--- config.mk ---
export PLATFORM = sky130hd
export DESIGN_NAME = period_candle_aggregator
export DESIGN_NICKNAME = d
export VERILOG_FILES = /design/src/design/pca_pkg.sv /design/src/design/pca_period_key.sv /design/src/design/pca_divider.sv /design/src/design/period_candle_aggregator.sv
export SDC_FILE = /design/constraint.sdc
export NUM_CORES = 1
export LEC_CHECK = 0
export ABC_AREA = 1
export BUFFER_PORTS_ARGS = -buffer_cell sky130_fd_sc_hd__buf_4
export CORE_MARGIN = 2
export CORE_UTILIZATION = 50
export DETAILED_ROUTE_END_ITERATION = 8
export PLACE_DENSITY = 0.71
export SLEW_MARGIN = 5
export SYNTH_ARGS = -nofsm -noshare
export SYNTH_HDL_FRONTEND = slang
export SYNTH_SLANG_ARGS = --single-unit
--- constraint.sdc ---
create_clock -name clock -period 4.9 [get_ports clock]
set_input_delay 0.98 -clock clock [delete_from_list [all_inputs] [get_ports clock]]
set_output_delay 0.98 -clock clock [all_outputs]
set_load 0.02 [all_outputs]
--- src/design/pca_pkg.sv ---
// Package for the period candle aggregator: field widths, codes, calendar table
// and reciprocal constants. No dependencies.
package pca_pkg;

   localparam int COUNT_BITS_DEFAULT  = 20;
   localparam int SAMPLE_BITS_DEFAULT = 16;

   localparam int YEAR_BITS   = 14;
   localparam int MONTH_BITS  = 4;
   localparam int DAY_BITS    = 5;
   localparam int PERIOD_BITS = 6;
   localparam int DOY_BITS    = 9;
   localparam int QUOT_BITS   = 8;   // year / 100 for years below 2^14

   localparam int CSR_DATA_BITS  = 32;
   localparam int CSR_ADDR_BITS  = 3;
   localparam int CSR_INDEX_BITS = 1;

   localparam logic [CSR_INDEX_BITS-1:0] REG_GRANULARITY = 1'b0;

   localparam logic OP_SAMPLE = 1'b0;
   localparam logic OP_FLUSH  = 1'b1;

   localparam logic [1:0] GRAN_YEARLY  = 2'd0;
   localparam logic [1:0] GRAN_MONTHLY = 2'd1;
   localparam logic [1:0] GRAN_WEEKLY  = 2'd2;

   // Days before the first of each month in a common year
   localparam logic [DOY_BITS-1:0] MONTH_START [12] = '{
      9'd0, 9'd31, 9'd59, 9'd90, 9'd120, 9'd151,
      9'd181, 9'd212, 9'd243, 9'd273, 9'd304, 9'd334
   };

   // y / 100 = (y * 5243) >> 19, exact for y < 2^14
   localparam int DIV100_MUL   = 5243;
   localparam int DIV100_SHIFT = 19;
   localparam int DIV100_PROD  = YEAR_BITS + 13;
   // x / 7 = (x * 293) >> 11, exact for x < 682
   localparam int DIV7_MUL   = 293;
   localparam int DIV7_SHIFT = 11;
   localparam int DIV7_PROD  = DOY_BITS + 9;

   typedef struct packed {
      logic step_quot;
      logic step_doy;
      logic step_period;
   } pca_key_ctrl_type;

endpackage

--- src/design/pca_period_key.sv ---
// Three-step grouping key unit: year / 100 for the leap test, day of year,
// then month or week number (zero when yearly). Uses pca_pkg.
module pca_period_key (
   input  logic                                clock,
   input  pca_pkg::pca_key_ctrl_type           ctrl,
   input  logic [1:0]                          granularity,
   input  logic [pca_pkg::YEAR_BITS-1:0]       year,
   input  logic [pca_pkg::MONTH_BITS-1:0]      month,
   input  logic [pca_pkg::DAY_BITS-1:0]        day,
   output logic [pca_pkg::PERIOD_BITS-1:0]     period
);

   logic [pca_pkg::DIV100_PROD-1:0]  quot_prod;
   logic [pca_pkg::QUOT_BITS-1:0]    quot_ff, quot_in;
   logic [pca_pkg::MONTH_BITS-1:0]   month_ff, month_in;
   logic [pca_pkg::YEAR_BITS-1:0]    rem100;
   logic                             leap;
   logic [pca_pkg::DOY_BITS-1:0]     doy_ff, doy_in;
   logic [pca_pkg::DOY_BITS-1:0]     doy_m1;
   logic [pca_pkg::DIV7_PROD-1:0]    week_prod;
   logic [pca_pkg::PERIOD_BITS-1:0]  week;
   logic [pca_pkg::PERIOD_BITS-1:0]  period_ff, period_in;

   // step one: quotient by 100, clamped month
   always_comb begin
      quot_prod = pca_pkg::DIV100_PROD'(year) * pca_pkg::DIV100_PROD'(pca_pkg::DIV100_MUL);
      quot_in   = pca_pkg::QUOT_BITS'(quot_prod >> pca_pkg::DIV100_SHIFT);
      if (month == '0) begin
         month_in = pca_pkg::MONTH_BITS'(1);
      end else if (month > pca_pkg::MONTH_BITS'(12)) begin
         month_in = pca_pkg::MONTH_BITS'(12);
      end else begin
         month_in = month;
      end
   end

   // step two: leap test and day of year
   always_comb begin
      rem100 = year - pca_pkg::YEAR_BITS'(pca_pkg::YEAR_BITS'(quot_ff) * pca_pkg::YEAR_BITS'(100));
      leap   = (year[1:0] == 2'b00) && ((rem100 != '0) || (quot_ff[1:0] == 2'b00));
      doy_in = pca_pkg::MONTH_START[month_ff - pca_pkg::MONTH_BITS'(1)]
               + pca_pkg::DOY_BITS'(day)
               + pca_pkg::DOY_BITS'(leap && (month_ff > pca_pkg::MONTH_BITS'(2)));
   end

   // step three: final key
   always_comb begin
      doy_m1    = doy_ff - pca_pkg::DOY_BITS'(1);
      week_prod = pca_pkg::DIV7_PROD'(doy_m1) * pca_pkg::DIV7_PROD'(pca_pkg::DIV7_MUL);
      week      = pca_pkg::PERIOD_BITS'(week_prod >> pca_pkg::DIV7_SHIFT)
                  + pca_pkg::PERIOD_BITS'(1);
      unique case (granularity)
         pca_pkg::GRAN_MONTHLY: begin
            period_in = pca_pkg::PERIOD_BITS'(month_ff);
         end
         pca_pkg::GRAN_WEEKLY: begin
            period_in = (doy_ff == '0) ? pca_pkg::PERIOD_BITS'(1) : week;
         end
         default: begin
            period_in = '0;
         end
      endcase
   end

   always_ff @(posedge clock) begin
      if (ctrl.step_quot) begin
         quot_ff  <= quot_in;
         month_ff <= month_in;
      end
      if (ctrl.step_doy) begin
         doy_ff <= doy_in;
      end
      if (ctrl.step_period) begin
         period_ff <= period_in;
      end
   end

   assign period = period_ff;

endmodule

--- src/design/pca_divider.sv ---
// Restoring divider, one quotient bit per cycle, signed dividend truncated
// toward zero. Uses no package items.
module pca_divider #(
   parameter int DIVIDEND_BITS = 36,
   parameter int DIVISOR_BITS  = 20,
   parameter int QUOTIENT_BITS = 16
) (
   input  logic                            clock,
   input  logic                            reset,
   input  logic                            start,
   input  logic signed [DIVIDEND_BITS-1:0] dividend,
   input  logic [DIVISOR_BITS-1:0]         divisor,
   output logic                            done,
   output logic signed [QUOTIENT_BITS-1:0] quotient
);

   localparam int ITER_BITS = $clog2(DIVIDEND_BITS + 1);

   logic                     busy_ff, busy_in;
   logic                     done_ff, done_in;
   logic [ITER_BITS-1:0]     iter_ff, iter_in;
   logic [DIVIDEND_BITS-1:0] quo_ff, quo_in;
   logic [DIVISOR_BITS-1:0]  rem_ff, rem_in;
   logic [DIVISOR_BITS-1:0]  divisor_ff, divisor_in;
   logic                     neg_ff, neg_in;
   logic [DIVISOR_BITS:0]    shifted;
   logic [DIVISOR_BITS:0]    diff;
   logic                     fits;
   logic [QUOTIENT_BITS-1:0] quo_low;

   always_comb begin
      shifted    = {rem_ff, quo_ff[DIVIDEND_BITS-1]};
      diff       = shifted - {1'b0, divisor_ff};
      fits       = !diff[DIVISOR_BITS];
      busy_in    = busy_ff;
      done_in    = 1'b0;
      iter_in    = iter_ff;
      quo_in     = quo_ff;
      rem_in     = rem_ff;
      divisor_in = divisor_ff;
      neg_in     = neg_ff;
      if (start) begin
         busy_in    = 1'b1;
         iter_in    = ITER_BITS'(DIVIDEND_BITS);
         neg_in     = dividend[DIVIDEND_BITS-1];
         quo_in     = dividend[DIVIDEND_BITS-1]
                      ? (~DIVIDEND_BITS'(dividend) + DIVIDEND_BITS'(1))
                      : DIVIDEND_BITS'(dividend);
         rem_in     = '0;
         divisor_in = divisor;
      end else if (busy_ff) begin
         rem_in  = fits ? diff[DIVISOR_BITS-1:0] : shifted[DIVISOR_BITS-1:0];
         quo_in  = {quo_ff[DIVIDEND_BITS-2:0], fits};
         iter_in = iter_ff - ITER_BITS'(1);
         if (iter_ff == ITER_BITS'(1)) begin
            busy_in = 1'b0;
            done_in = 1'b1;
         end
      end
   end

   always_ff @(posedge clock) begin
      if (reset) begin
         busy_ff <= 1'b0;
         done_ff <= 1'b0;
         iter_ff <= '0;
      end else begin
         busy_ff <= busy_in;
         done_ff <= done_in;
         iter_ff <= iter_in;
      end
   end

   always_ff @(posedge clock) begin
      quo_ff     <= quo_in;
      rem_ff     <= rem_in;
      divisor_ff <= divisor_in;
      neg_ff     <= neg_in;
   end

   assign quo_low  = quo_ff[QUOTIENT_BITS-1:0];
   assign quotient = neg_ff ? signed'(-quo_low) : signed'(quo_low);
   assign done     = done_ff;

endmodule

--- src/design/period_candle_aggregator.sv ---
// Top level of the period candle aggregator: sequencer, period state, output
// register and register port. Uses pca_pkg, pca_period_key and pca_divider.
//
// Usage: dated samples arrive in time order on the req_ channel (valid/ready).
// operation = sample adds the temperature to the open period; a sample whose
// year/period key differs from the open one, or a flush, closes it and one
// candle leaves on the rsp_ channel (valid/ready). The grouping period is set
// by the granularity register (byte address 0) on the csr_ port; the user must
// set it only while idle, as the block does not enforce this. One request at a
// time: req_ready is high only while the sequencer is idle. A sample that
// closes nothing passes three key steps and an update step before req_ready is
// high again; no new sample is taken before the last is through. A sample that
// closes a period also runs the shared divider and then loads the output
// register; the candle becomes valid as req_ready goes high again. A flush
// skips the key steps; a flush with nothing open returns to idle, no candle.
// The candle waits in the output register while rsp_ready
// is low; further requests are taken meanwhile, and the sequencer stalls only
// when a second candle is ready before the first has been taken.
// Reset clears the period state, the output valid flag and the granularity
// (yearly); the first candle after reset opens at zero.
module period_candle_aggregator #(
   parameter int COUNT_BITS  = pca_pkg::COUNT_BITS_DEFAULT,
   parameter int SAMPLE_BITS = pca_pkg::SAMPLE_BITS_DEFAULT
) (
   input  logic                                 clock,
   input  logic                                 reset,
   input  logic                                 req_valid,
   output logic                                 req_ready,
   input  logic                                 req_operation,
   input  logic [pca_pkg::YEAR_BITS-1:0]        req_sample_year,
   input  logic [pca_pkg::MONTH_BITS-1:0]       req_sample_month,
   input  logic [pca_pkg::DAY_BITS-1:0]         req_sample_day,
   input  logic signed [SAMPLE_BITS-1:0]        req_temperature,
   output logic                                 rsp_valid,
   input  logic                                 rsp_ready,
   output logic [pca_pkg::YEAR_BITS-1:0]        rsp_period_year,
   output logic [pca_pkg::PERIOD_BITS-1:0]      rsp_period_number,
   output logic signed [SAMPLE_BITS-1:0]        rsp_open_value,
   output logic signed [SAMPLE_BITS-1:0]        rsp_high_value,
   output logic signed [SAMPLE_BITS-1:0]        rsp_low_value,
   output logic signed [SAMPLE_BITS-1:0]        rsp_close_value,
   output logic [COUNT_BITS-1:0]                rsp_sample_count,
   output logic                                 rsp_count_saturated,
   input  logic                                 csr_psel,
   input  logic                                 csr_penable,
   input  logic                                 csr_pwrite,
   input  logic [pca_pkg::CSR_ADDR_BITS-1:0]    csr_paddr,
   input  logic [pca_pkg::CSR_DATA_BITS-1:0]    csr_pwdata,
   output logic [pca_pkg::CSR_DATA_BITS-1:0]    csr_prdata,
   output logic                                 csr_pready
);

   localparam int SUM_BITS = SAMPLE_BITS + COUNT_BITS;
   localparam logic [COUNT_BITS-1:0] COUNT_MAX = '1;

   typedef enum logic [6:0] {
      ST_IDLE   = 7'b0000001,
      ST_QUOT   = 7'b0000010,
      ST_DOY    = 7'b0000100,
      ST_PERIOD = 7'b0001000,
      ST_DECIDE = 7'b0010000,
      ST_DIVIDE = 7'b0100000,
      ST_EMIT   = 7'b1000000
   } state_type;

   state_type state_ff, state_in;

   logic [1:0] granularity_ff, granularity_in;
   logic [pca_pkg::CSR_INDEX_BITS-1:0] csr_index;

   // latched request
   logic                               op_ff, op_in;
   logic [pca_pkg::YEAR_BITS-1:0]      year_ff, year_in;
   logic [pca_pkg::MONTH_BITS-1:0]     month_ff, month_in;
   logic [pca_pkg::DAY_BITS-1:0]       day_ff, day_in;
   logic signed [SAMPLE_BITS-1:0]      temp_ff, temp_in;

   // open period
   logic                               pending_ff, pending_in;
   logic [pca_pkg::YEAR_BITS-1:0]      cur_year_ff, cur_year_in;
   logic [pca_pkg::PERIOD_BITS-1:0]    cur_period_ff, cur_period_in;
   logic signed [SUM_BITS-1:0]         sum_ff, sum_in;
   logic [COUNT_BITS-1:0]              count_ff, count_in;
   logic signed [SAMPLE_BITS-1:0]      max_ff, max_in;
   logic signed [SAMPLE_BITS-1:0]      min_ff, min_in;
   logic                               sat_ff, sat_in;
   logic signed [SAMPLE_BITS-1:0]      last_close_ff, last_close_in;

   // output register
   logic                               rsp_valid_ff, rsp_valid_in;
   logic [pca_pkg::YEAR_BITS-1:0]      rsp_year_ff, rsp_year_in;
   logic [pca_pkg::PERIOD_BITS-1:0]    rsp_number_ff, rsp_number_in;
   logic signed [SAMPLE_BITS-1:0]      rsp_open_ff, rsp_open_in;
   logic signed [SAMPLE_BITS-1:0]      rsp_high_ff, rsp_high_in;
   logic signed [SAMPLE_BITS-1:0]      rsp_low_ff, rsp_low_in;
   logic signed [SAMPLE_BITS-1:0]      rsp_close_ff, rsp_close_in;
   logic [COUNT_BITS-1:0]              rsp_count_ff, rsp_count_in;
   logic                               rsp_sat_ff, rsp_sat_in;

   pca_pkg::pca_key_ctrl_type          key_ctrl;
   logic [pca_pkg::PERIOD_BITS-1:0]    key_period;
   logic                               div_start;
   logic                               div_done;
   logic signed [SAMPLE_BITS-1:0]      div_mean;
   logic                               key_differs;

   pca_period_key u_key (
      .clock       (clock),
      .ctrl        (key_ctrl),
      .granularity (granularity_ff),
      .year        (year_ff),
      .month       (month_ff),
      .day         (day_ff),
      .period      (key_period)
   );

   pca_divider #(
      .DIVIDEND_BITS (SUM_BITS),
      .DIVISOR_BITS  (COUNT_BITS),
      .QUOTIENT_BITS (SAMPLE_BITS)
   ) u_div (
      .clock    (clock),
      .reset    (reset),
      .start    (div_start),
      .dividend (sum_ff),
      .divisor  (count_ff),
      .done     (div_done),
      .quotient (div_mean)
   );

   // register port
   assign csr_index  = csr_paddr[pca_pkg::CSR_ADDR_BITS-1:2];
   assign csr_pready = 1'b1;
   assign csr_prdata = (csr_index == pca_pkg::REG_GRANULARITY)
                       ? pca_pkg::CSR_DATA_BITS'(granularity_ff) : '0;

   always_comb begin
      granularity_in = granularity_ff;
      if (csr_psel && csr_penable && csr_pwrite
          && (csr_index == pca_pkg::REG_GRANULARITY)) begin
         granularity_in = csr_pwdata[1:0];
      end
   end

   assign key_differs = (year_ff != cur_year_ff) || (key_period != cur_period_ff);

   always_comb begin
      state_in      = state_ff;
      key_ctrl      = '0;
      div_start     = 1'b0;
      op_in         = op_ff;
      year_in       = year_ff;
      month_in      = month_ff;
      day_in        = day_ff;
      temp_in       = temp_ff;
      pending_in    = pending_ff;
      cur_year_in   = cur_year_ff;
      cur_period_in = cur_period_ff;
      sum_in        = sum_ff;
      count_in      = count_ff;
      max_in        = max_ff;
      min_in        = min_ff;
      sat_in        = sat_ff;
      last_close_in = last_close_ff;
      rsp_valid_in  = rsp_valid_ff;
      rsp_year_in   = rsp_year_ff;
      rsp_number_in = rsp_number_ff;
      rsp_open_in   = rsp_open_ff;
      rsp_high_in   = rsp_high_ff;
      rsp_low_in    = rsp_low_ff;
      rsp_close_in  = rsp_close_ff;
      rsp_count_in  = rsp_count_ff;
      rsp_sat_in    = rsp_sat_ff;

      if (rsp_valid_ff && rsp_ready) begin
         rsp_valid_in = 1'b0;
      end

      unique case (state_ff)
         ST_IDLE: begin
            if (req_valid) begin
               op_in    = req_operation;
               year_in  = req_sample_year;
               month_in = req_sample_month;
               day_in   = req_sample_day;
               temp_in  = req_temperature;
               state_in = (req_operation == pca_pkg::OP_FLUSH) ? ST_DECIDE : ST_QUOT;
            end
         end
         ST_QUOT: begin
            key_ctrl.step_quot = 1'b1;
            state_in = ST_DOY;
         end
         ST_DOY: begin
            key_ctrl.step_doy = 1'b1;
            state_in = ST_PERIOD;
         end
         ST_PERIOD: begin
            key_ctrl.step_period = 1'b1;
            state_in = ST_DECIDE;
         end
         ST_DECIDE: begin
            if (op_ff == pca_pkg::OP_FLUSH) begin
               if (pending_ff) begin
                  div_start = 1'b1;
                  state_in  = ST_DIVIDE;
               end else begin
                  state_in = ST_IDLE;
               end
            end else if (pending_ff && key_differs) begin
               div_start = 1'b1;
               state_in  = ST_DIVIDE;
            end else if (!pending_ff) begin
               pending_in    = 1'b1;
               cur_year_in   = year_ff;
               cur_period_in = key_period;
               sum_in        = SUM_BITS'(temp_ff);
               count_in      = COUNT_BITS'(1);
               max_in        = temp_ff;
               min_in        = temp_ff;
               sat_in        = 1'b0;
               state_in      = ST_IDLE;
            end else begin
               if (temp_ff > max_ff) begin
                  max_in = temp_ff;
               end
               if (temp_ff < min_ff) begin
                  min_in = temp_ff;
               end
               if (count_ff == COUNT_MAX) begin
                  sat_in = 1'b1;
               end else begin
                  sum_in   = sum_ff + SUM_BITS'(temp_ff);
                  count_in = count_ff + COUNT_BITS'(1);
               end
               state_in = ST_IDLE;
            end
         end
         ST_DIVIDE: begin
            if (div_done) begin
               state_in = ST_EMIT;
            end
         end
         ST_EMIT: begin
            if (!rsp_valid_ff || rsp_ready) begin
               rsp_valid_in  = 1'b1;
               rsp_year_in   = cur_year_ff;
               rsp_number_in = cur_period_ff;
               rsp_open_in   = last_close_ff;
               rsp_high_in   = max_ff;
               rsp_low_in    = min_ff;
               rsp_close_in  = div_mean;
               rsp_count_in  = count_ff;
               rsp_sat_in    = sat_ff;
               last_close_in = div_mean;
               pending_in    = 1'b0;
               // a sample that closed the period opens the next one
               if (op_ff == pca_pkg::OP_SAMPLE) begin
                  pending_in    = 1'b1;
                  cur_year_in   = year_ff;
                  cur_period_in = key_period;
                  sum_in        = SUM_BITS'(temp_ff);
                  count_in      = COUNT_BITS'(1);
                  max_in        = temp_ff;
                  min_in        = temp_ff;
                  sat_in        = 1'b0;
               end
               state_in = ST_IDLE;
            end
         end
         default: begin
            state_in = ST_IDLE;
         end
      endcase
   end

   always_ff @(posedge clock) begin
      if (reset) begin
         state_ff       <= ST_IDLE;
         granularity_ff <= pca_pkg::GRAN_YEARLY;
         pending_ff     <= 1'b0;
         cur_year_ff    <= '0;
         cur_period_ff  <= '0;
         sum_ff         <= '0;
         count_ff       <= '0;
         max_ff         <= '0;
         min_ff         <= '0;
         sat_ff         <= 1'b0;
         last_close_ff  <= '0;
         rsp_valid_ff   <= 1'b0;
      end else begin
         state_ff       <= state_in;
         granularity_ff <= granularity_in;
         pending_ff     <= pending_in;
         cur_year_ff    <= cur_year_in;
         cur_period_ff  <= cur_period_in;
         sum_ff         <= sum_in;
         count_ff       <= count_in;
         max_ff         <= max_in;
         min_ff         <= min_in;
         sat_ff         <= sat_in;
         last_close_ff  <= last_close_in;
         rsp_valid_ff   <= rsp_valid_in;
      end
   end

   always_ff @(posedge clock) begin
      op_ff         <= op_in;
      year_ff       <= year_in;
      month_ff      <= month_in;
      day_ff        <= day_in;
      temp_ff       <= temp_in;
      rsp_year_ff   <= rsp_year_in;
      rsp_number_ff <= rsp_number_in;
      rsp_open_ff   <= rsp_open_in;
      rsp_high_ff   <= rsp_high_in;
      rsp_low_ff    <= rsp_low_in;
      rsp_close_ff  <= rsp_close_in;
      rsp_count_ff  <= rsp_count_in;
      rsp_sat_ff    <= rsp_sat_in;
   end

   assign req_ready           = (state_ff == ST_IDLE);
   assign rsp_valid           = rsp_valid_ff;
   assign rsp_period_year     = rsp_year_ff;
   assign rsp_period_number   = rsp_number_ff;
   assign rsp_open_value      = rsp_open_ff;
   assign rsp_high_value      = rsp_high_ff;
   assign rsp_low_value       = rsp_low_ff;
   assign rsp_close_value     = rsp_close_ff;
   assign rsp_sample_count    = rsp_count_ff;
   assign rsp_count_saturated = rsp_sat_ff;

endmodule
# Word-level counts from Yosys, hierarchy flattened
# Memories as Yosys holds them, arrays and structs flattened.
# Cells that the tools add are included.
[totals] regBits=393 rom_bits=144 in_bits=82 out_inout_bits=140 n_memories=1
[mem_list] name="(no name shown)" depth=16 width=9 rd=1 rd_clocked_by_memory_dff=0 wr=0 line="pca_period_key.sv:41" rtl="doy_in = pca_pkg::MONTH_START[month_ff - pca_pkg::MONTH_BITS'(1)]"
[classes] add_sub_neg=12 n_mul=3 n_lt_le_gt_ge=5 n_eq_ne=24 mux=85 bitwise_logic=4 n_reduce_logical=31
[op_table] operator="$mux W36" n=9
[op_table] operator="$mux W16" n=11
[op_table] operator="$mux W20" n=7
[op_table] operator="$pmux W36 S2" n=1
[op_table] operator="$mux W14" n=5
[op_table] operator="$pmux W16 S2" n=2
[op_table] operator="$mux W6" n=10
[op_table] operator="$pmux W7 S7" n=1
[op_table] operator="$pmux W20 S2" n=1
[op_table] operator="$add A36 B16 Y36" n=1
[op_table] operator="$add A36 B2 Y36 const B" n=1
[op_table] operator="$not A36 Y36" n=1
[op_table] operator="$reduce_and A6 Y1" n=5
[op_table] operator="$mux W7" n=4
[op_table] operator="$pmux W14 S2" n=1
[op_table] operator="$mul A14 B13 Y27 const B" n=1
[op_table] operator="$mux W1" n=24
[op_table] operator="$pmux W6 S2" n=2
[op_table] operator="$sub A21 B20 Y21" n=1
[op_table] operator="$add A20 B1 Y20 const B" n=1
[op_table] operator="$eq A20 B20 Y1 const B" n=1
[op_table] operator="$mux W9" n=2
[op_table] operator="$mul A9 B9 Y17 const B" n=1
[op_table] operator="$gt A16 B16 Y1" n=1
[op_table] operator="47 further kinds" n=70

# Logic depth before layout (Yosys ltp)
# Gate-level depths: netlist of the first run.
[depth] depth_word=7 depth_mapped=31 ltp_nobuf=31

# Modules after synthesis
# A second synthesis of the first run with hierarchy kept.
[unflattened] cells_unflattened=3485 hier_area_um2=27831.7
[modules_own_cells] module="period_candle_aggregator" instances=1 cells_per_inst=1688 area_per_inst_um2=13985.9 seq_area_each_um2=7076.8
[modules_own_cells] module="pca_period_key" instances=1 cells_per_inst=917 area_per_inst_um2=7577.3 seq_area_each_um2=810.8
[modules_own_cells] module="pca_divider" instances=1 cells_per_inst=880 area_per_inst_um2=6268.5 seq_area_each_um2=2272.2

# Least setup slack after synthesis of the first run
# OpenSTA, ideal clock, no wires.
[synth_timing] path_type="register to register" startpoint="register u_key.quot_ff[3] (netlist bit)" endpoint="register u_key.doy_ff[6] (netlist bit), data pin" setup_ns=0.263 arrival_time_ns=4.911 t_required_ns=4.637 setup_slack_ns=-0.273 stages_incl_launch_ff=30 n_path_buf=0 period_less_slack_ns=5.173 path_cell_list="edfxtp_1 > ha_1 > ha_1 > fa_1 > ha_1 > nand2_1 > o21ai_0 > nand2_1 > nand2_1 > a21oi_1 > xor2_1 > ha_1 > inv_1 > nor3_1 > o21ai_0 > nand3_1 > inv_1 > nand2_1 > nand3_1 > nor2_1 > nand3_1 > nand2_1 > nor2_1 > fa_1 > fa_1 > a21oi_1 > o21bai_1 > a21oi_1 > nor2_1 > xor2_1"
[synth_via] elab_chain_cells=7
[synth_rtl] element="start, declared" line="pca_period_key.sv:14" rtl="logic [pca_pkg::QUOT_BITS-1:0] quot_ff, quot_in;"
[synth_rtl] element="start signal, assigned" line="pca_period_key.sv:67" rtl="quot_ff <= quot_in;"
[synth_rtl] element="$mul A8 B5 Y12" line="pca_period_key.sv:39" rtl="rem100 = year - pca_pkg::YEAR_BITS'(pca_pkg::YEAR_BITS'(quot_ff) * pca_pkg::YEAR_BITS'(100));"
[synth_rtl] element="$sub A14 B14 Y14" line="pca_period_key.sv:39"
[synth_rtl] element="$reduce_bool A14 Y1" line="pca_period_key.sv:40" rtl="leap = (year[1:0] == 2'b00) && ((rem100 != '0) || (quot_ff[1:0] == 2'b00));"
[synth_rtl] element="$logic_or A1 B1 Y1" line="pca_period_key.sv:40"
[synth_rtl] element="$logic_and A1 B1 Y1" line="pca_period_key.sv:40"
[synth_rtl] element="$logic_and A1 B1 Y1" line="pca_period_key.sv:43" rtl="+ pca_pkg::DOY_BITS'(leap && (month_ff > pca_pkg::MONTH_BITS'(2)));"
[synth_rtl] element="$add A9 B1 Y9" line="pca_period_key.sv:43"
[synth_rtl] element="via u_key.doy_in, one bit" line="pca_period_key.sv:18" rtl="logic [pca_pkg::DOY_BITS-1:0] doy_ff, doy_in;"
[synth_rtl] element="end signal, assigned" line="pca_period_key.sv:71" rtl="doy_ff <= doy_in;"
[synth_rtl] element="end, declared" line="pca_period_key.sv:18"
# The timed path passes the listed nets, and every way through them passes these cells.
# A chain may end at the register's enable or synchronous reset.

# Worst setup path after layout of the first run
[layout_timing] startpoint="register u_key.quot_ff[3] (netlist bit)" endpoint="register u_key.doy_ff[8] (netlist bit), data pin"
# Same word-level chain as after synthesis.

==> results of run 1 <==
==> power breakdown <==
group          switching [W]  internal, W  total [W]
Clock                0.00141      0.00198    0.00338
Combinational        0.00371      0.00235    0.00606
Sequential          0.000129      0.00364    0.00377
==> synthesized netlist by cell type (15+ instances only) <==
library cell | count | area (um2)
nand3_1 | 155 | 776
o21bai_1 | 15 | 113
o21ai_0 | 179 | 896
buf_4 | 38 | 285
xnor2_1 | 39 | 342
ha_1 | 281 | 3520
xor2_1 | 96 | 841
fa_1 | 77 | 1540
buf_2 | 16 | 80.1
edfxtp_1 | 229 | 6880
nor2_1 | 411 | 1540
inv_1 | 489 | 1840
nor3_1 | 54 | 270
o211ai_1 | 21 | 158
a21oi_1 | 199 | 996
nand2_1 | 653 | 2450
dfxtp_1 | 164 | 3280
nand4_1 | 39 | 244
clkbuf_1 | 40 | 150
==> final cells by class <==
cell class                 instances  area (um2)
clock inverter                    25         262
sequential                       393       10200
tap                              696         871
multi-input combinational       2373       14900
inverter                         497        1870
fill                            4903       22700
clock buffer                      57        1240
timing repair buffer             229        1760
==> cell families (layout without fill, tap and decap cells) <==
kind of cell    count (synthesis)  after routing  synth area share
simple gates                 1365           1365             0.209
buf+inv                       597            808            0.0893
compound gates                484            484            0.0990
flops                         393            393             0.374
fa+ha+maj                     358            358             0.186
xor+xnor                      135            135            0.0435
other cells                     2             31          0.000276
==> sequential cells by signal (all words and copies together) (netlist names), 6 cells and up <==
signal and cells:
u_div.iter_ff 6, state_ff 7, rsp_high_value 16, sum_ff 36, u_key.quot_ff 8, rsp_close_value 16
max_ff 16, rsp_period_number 6, year_ff 14, u_div.quo_ff 36, rsp_open_value 16, rsp_period_year 14
last_close_ff 16, u_div.divisor_ff 20, rsp_sample_count 20, u_key.doy_ff 9, temp_ff 16, u_div.rem_ff 20
cur_period_ff 6, min_ff 16, rsp_low_value 16, count_ff 20, u_key.period 6, cur_year_ff 14
==> per-layer routing <==
metal	wire, um	track usage
met1	30400	0.319
met2	31100	0.394
met3	3000	0.0330
met4	1170	0.0528
met5	0	0
==> metrics by stage <==
step	area (um2)	instances
after floorplan	27400	3363
after global placement	29300	4177
after detailed placement	29300	4177
after CTS	30900	4264
after global routing	31100	4270
final	31100	4270
==> final timing paths <==
check	endpoint	slack, ns	cells past startpoint
max	u_key.doy_ff[8]	-0.43	29
min	rsp_open_value[0]	0.42	0
max reg2reg	u_key.doy_ff[8]	-0.43	29
min reg2reg	rsp_open_value[0]	0.42	0
==> what timing repair did <==
| action | in CTS | in global routing |
|---|---|---|
| buffers inserted | 5 | 6 |
| pin swaps | 6 | 11 |
| setup endpoints to repair | 6 | 15 |
| resized for setup | 12 | 29 |
==> impl_metrics.env, run 1 <==
export IMPL_htree_levels=2
export IMPL_final_common_cell="nand2_1"
export IMPL_clk_latency_ns=0.59
export IMPL_wire_per_inst_um=15.4
export IMPL_grt_max_degree=72
export IMPL_grt_total_usage=0.234
export IMPL_power_density_nw_per_um2=425
export IMPL_num_io_pins=222
export IMPL_setup_tns_ns=-2.11
export IMPL_rsz0062_at_grt="yes"
export IMPL_synth_cells=3334
export IMPL_ys_types=51
export IMPL_cap_violations=0
export IMPL_gr_total_overflow=0
export IMPL_dr_pass1_iters=5
export IMPL_total_power_w=0.0132
export IMPL_synth_seq_cells=393
export IMPL_grt_pass1_wl_um=107000
export IMPL_period_share=1.09
export IMPL_relSlewSlack=0.247
export IMPL_hp_start="last_close_ff[0]"
export IMPL_start_util=0.505
export IMPL_syn_to_final_growth_pct=14.3
export IMPL_die_h_um=237
export IMPL_routed_wl_um=65600
export IMPL_cts_tree="built"
export IMPL_violations="setup timing"
export IMPL_num_vias=22200
export IMPL_dp_slack_ns=-0.436
export IMPL_place_congestion=0.954
export IMPL_die_w_um=237
export IMPL_synth_area_per_cell_um2=8.16
export IMPL_path_common_cell="nand2_1"
export IMPL_antenna_left=0
export IMPL_finalHoldWorstSlack_ns=0.424
export IMPL_crit_type="register to register"
export IMPL_post_route_util=0.578
export IMPL_p_leak_nw=14.5
export IMPL_cts_hold_buf=0
export IMPL_worst_slack_ns=-0.428
export IMPL_coreArea_um2=53800
export IMPL_grt_pass1_vias=21200
export IMPL_cts_path_max_buffers=3
export IMPL_io_buffers=158
export IMPL_critPathSlowestCell="fa_1"
export IMPL_finalClockSkew_ns=0.0191
export IMPL_syn_area_um2=27200
export IMPL_synth_edff_count=229
export IMPL_cp_max_fo=3
export IMPL_r2r_start="u_key.quot_ff[3]"
export IMPL_cp_arrival_ns=5.65
export IMPL_cts_made_buffers=44
export IMPL_crit_buf_inv=1
export IMPL_drc=0
export IMPL_synthArstFlopShare=0
export IMPL_ir_drop_v=0.000544
export IMPL_nets=3978
export IMPL_cp_top_family="adder cells"
export IMPL_yosysWarnings=0
export IMPL_start_kind="register"
export IMPL_viasPerCell=5.19
export IMPL_hold_viol=0
export IMPL_period_minus_slack_ns=5.33
export IMPL_antenna_found_initial=0
export IMPL_path_clk_slew_ns=0.06
export IMPL_fp_dieArea_um2=56300
export IMPL_seq_area_frac_synth=0.374
export IMPL_critPathCaptureType="register"
export IMPL_drive_above_1_share=0.106
export IMPL_slew_viol_final=0
export IMPL_layout_common_cells="647 x nand2_1, 486 x inv_1, 405 x nor2_1, 277 x ha_1, 229 x edfxtp_1"
export IMPL_rows=85
export IMPL_place_hpwl_um=50100
export IMPL_synthFlopType="edfxtp_1"
export IMPL_hp_class="register to register"
export IMPL_cts_root_buf="clkbuf_16"
export IMPL_required_ns=5.22
export IMPL_outcome="finished with violations"
export IMPL_cp_startpoint="u_key.quot_ff[3]"
export IMPL_drt_iter0_markers=1425
export IMPL_clkSinkCount=393
export IMPL_tightestPinTransition_ns=1.13
export IMPL_num_antenna_cells=0
export IMPL_setup_viol=7
export IMPL_max_freq_mhz=188
export IMPL_max_stage_delay_ns=0.48
Note: power is estimated with default switching activity, not from simulation.
==> run 2: changes to the inputs <==
--- a/config.mk
+++ b/config.mk
@@ -5,12 +5,11 @@
 export SDC_FILE = /design/constraint.sdc
 export NUM_CORES = 1
 export LEC_CHECK = 0
-export ABC_AREA = 1
 export BUFFER_PORTS_ARGS = -buffer_cell sky130_fd_sc_hd__buf_4
 export CORE_MARGIN = 2
 export CORE_UTILIZATION = 50
 export DETAILED_ROUTE_END_ITERATION = 8
-export PLACE_DENSITY = 0.71
+export PLACE_DENSITY = 0.72
 export SLEW_MARGIN = 5
 export SYNTH_ARGS = -nofsm -noshare
 export SYNTH_HDL_FRONTEND = slang
==> impl_metrics.env, run 2 <==
export IMPL_slew_viol_final=0
export IMPL_clkSinkCount=393
export IMPL_start_util=0.505
export IMPL_final_common_cell="buf_4"
export IMPL_required_ns=5.24
export IMPL_r2r_start="u_key.doy_ff[1]"
export IMPL_clk_latency_ns=0.58
export IMPL_synth_seq_cells=393
export IMPL_num_vias=18300
export IMPL_synth_edff_count=229
export IMPL_p_leak_nw=13.0
export IMPL_cts_made_buffers=45
export IMPL_hold_viol=0
export IMPL_finalClockSkew_ns=0.0208
export IMPL_max_freq_mhz=182
export IMPL_seq_area_frac_synth=0.412
export IMPL_synth_top_cell_by_area="edfxtp_1"
export IMPL_period_minus_slack_ns=5.50
export IMPL_hp_class="register to register"
export IMPL_place_inst=3277
export IMPL_coreArea_um2=48800
export IMPL_path_cells="inv_2 -> ha_4 -> nand2_2 -> or3_4 -> or3_4 -> xor2_2 -> inv_2 -> ha_4 -> ha_4 -> inv_2 -> fa_1 -> fa_1 -> inv_2 -> ha_4 -> buf_6 -> a2111oi_4 -> o21bai_4 -> a211o_1 -> nand3_2 -> buf_4 -> nor3_2 -> o21a_1 -> nor4_1 -> and3b_1"
export IMPL_final_cells=3397
export IMPL_grt_pass1_wl_um=93000
export IMPL_antenna_found_initial=1
export IMPL_reg2reg_slack_ns=-0.60
export IMPL_die_w_um=226
export IMPL_post_route_util=0.613
export IMPL_holdPathStages=0
export IMPL_rows=81
export IMPL_fp_dieArea_um2=51200
export IMPL_start_kind="register"
export IMPL_whs_endpoint="rsp_open_value[7]"
export IMPL_r2r_cells=24
export IMPL_syn_area_um2=24700
export IMPL_htree_levels=2
export IMPL_rsz0062_at_grt="yes"
export IMPL_cts_path_max_buffers=3
export IMPL_place_congestion=0.916
export IMPL_violations="setup timing"
export IMPL_place_hpwl_um=42200
export IMPL_die_h_um=226
export IMPL_power_density_nw_per_um2=432
export IMPL_setup_tns_ns=-3.60
export IMPL_period_share=1.12
export IMPL_viasPerCell=5.38
export IMPL_worst_slack_ns=-0.602
export IMPL_drt_iter0_markers=954
export IMPL_path_clk_slew_ns=0.06
export IMPL_yosysMostFrequentCell="ha_1"
export IMPL_dr_pass1_iters=5
export IMPL_num_io_pins=222
export IMPL_outcome="finished with violations"
export IMPL_hp_start="last_close_ff[7]"
export IMPL_cp_arrival_ns=5.84
export IMPL_cts_root_buf="clkbuf_16"
export IMPL_synth_cells=2407
export IMPL_grt_pass1_vias=18300
export IMPL_drive_above_1_share=0.198
export IMPL_critPathCaptureType="register"
export IMPL_reg_top3="sum_ff (36), u_div.quo_ff (36)"
export IMPL_synth_area_leaders="edfxtp_1 28%, ha_1 14%, dfxtp_1 13%"
export IMPL_drc=0
export IMPL_yosysWarnings=0
export IMPL_routed_wl_um=57900
export IMPL_nets=3136
export IMPL_relSlewSlack=0.229
export IMPL_critPathSlowestCell="fa_1"
export IMPL_ys_types=81
export IMPL_layout_common_cells="298 x buf_4, 247 x ha_1, 235 x inv_1, 229 x edfxtp_1, 198 x nand2_1"
export IMPL_r2r_end="u_key.period[5]"
export IMPL_ir_drop_v=0.00112
export IMPL_cts_hold_buf=0
export IMPL_synthArstFlopShare=0
export IMPL_gr_total_overflow=0
export IMPL_antenna_left=0
export IMPL_synth_top_area_share=0.279
export IMPL_tightestPinTransition_ns=1.16
export IMPL_cts_tree="built"
export IMPL_io_buffers=158
export IMPL_wire_per_inst_um=17.1
export IMPL_synthFlopType="edfxtp_1"
export IMPL_synth_commonest_cells="281 x ha_1, 255 x inv_1, 229 x edfxtp_1, 201 x nand2_1, 164 x dfxtp_1"
export IMPL_crit_type="register to register"
export IMPL_syn_to_final_growth_pct=21.4
export IMPL_finalHoldWorstSlack_ns=0.428
export IMPL_setup_viol=14
export IMPL_synth_area_per_cell_um2=10.3
export IMPL_cp_max_fo=5
export IMPL_cap_violations=0
export IMPL_grt_total_usage=0.228
export IMPL_grt_max_degree=101
export IMPL_max_stage_delay_ns=0.51
## run 2: changes by cell type in the layout (fill, tap and decap cells not counted), moves of 17 or more
| cell | change |
|---|---|
| nand3_1 | -123 |
| mux2i_1 | +69 |
| nand4_1 | -20 |
| buf_4 | +76 |
| nor2_1 | -252 |
| ha_1 | -30 |
| inv_1 | -251 |
| o21ai_1 | +17 |
| ha_4 | +23 |
| a21o_1 | +43 |
| nand2_1 | -449 |
| xnor2_1 | +33 |
| a21oi_1 | -72 |
| o21ai_0 | -90 |
## run 2: repair_timing
item / in CTS / in global routing
hold endpoints to repair: 0 / 0
pin swaps: 62 / 71
setup endpoints to repair: 14 / 20
buffers inserted: 25 / 16
gates resized for setup: 51 / 74
## run 2: report_power, final
part           internal (W)  leakage, nW  switching [W]  total, W
Combinational       0.00266         8.86        0.00280   0.00546
Sequential          0.00370         3.34       0.000159   0.00386
Clock               0.00224        0.787        0.00140   0.00364
## run 2: critical path, delay by kind of cell, from the launching register on
family / cells / cell delay [ns]
buffers and inverters: 6 / 0.48
and+or+nand+nor: 7 / 1.42
xor gates and xnor gates: 1 / 0.17
adders and majority gates: 6 / 1.73
DFF: 1 / 0.40
AOI/OAI and AO/OA: 4 / 1.05
## run 2: logic make-up (layout without fill, tap and decap cells)
family / Yosys count / in the layout / synth area share
DFF: 393 / 393 / 0.412
muxes: 71 / 71 / 0.0293
adders and majority gates: 358 / 358 / 0.205
other: 2 / 32 / 0.000304
and+or+nand+nor: 596 / 596 / 0.114
AOI/OAI and AO/OA: 454 / 454 / 0.118
buffers and inverters: 357 / 653 / 0.0595
xor gates and xnor gates: 176 / 176 / 0.0624
## run 2: worst max-delay path by stage
stage | startpoint | end | slack [ns] | depth (start not counted)
6_report | u_key.doy_ff[1] | u_key.period[5] | -0.60 | 24
5_1_grt | u_key.quot_ff[2] | u_key.doy_ff[8] | -0.77 | 25
4_1_cts | u_key.doy_ff[1] | u_key.period[4] | -0.60 | 26
3_5_place_dp | u_key.doy_ff[1] | u_key.period[4] | -0.73 | 25
3_3_place_gp | u_key.doy_ff[1] | u_key.period[4] | -0.65 | 25
2_1_floorplan | u_key.doy_ff[0] | u_key.period[5] | -0.54 | 23
## run 2: metrics by stage
step	instance area [um2]	setup slack, ns	total power [W]
floorplan	24900	-0.542	0.00695
global placement	27400	-0.647	0.00796
detailed placement	27400	-0.729	0.00816
CTS	29500	-0.604	0.0122
global route	30000	-0.771	0.0139
finish	30000	-0.602	0.0130
## run 2: layout make-up
type | count | area (um2)
Clock buffer | 58 | 1260
Antenna cell | 1 | 2.50
Inverter | 256 | 961
Sequential cell | 393 | 10200
Timing Repair Buffer | 314 | 2430
Multi-Input combinational cell | 1686 | 14000
Clock inverter | 25 | 352
Fill cell | 3929 | 18900
Tap cell | 664 | 831
## run 2: metal layers
layer | up-vias | share of wire | wire [um] | GRT usage
met1 | 8786 | 0.45 | 26100 | 0.308
met3 | 82 | 0.049 | 2850 | 0.0317
met2 | 422 | 0.48 | 27800 | 0.385
met4 | 0 | 0.021 | 1210 | 0.0592
li1 | 8986 | - | - | -
met5 | - | 0 | 0 | 0
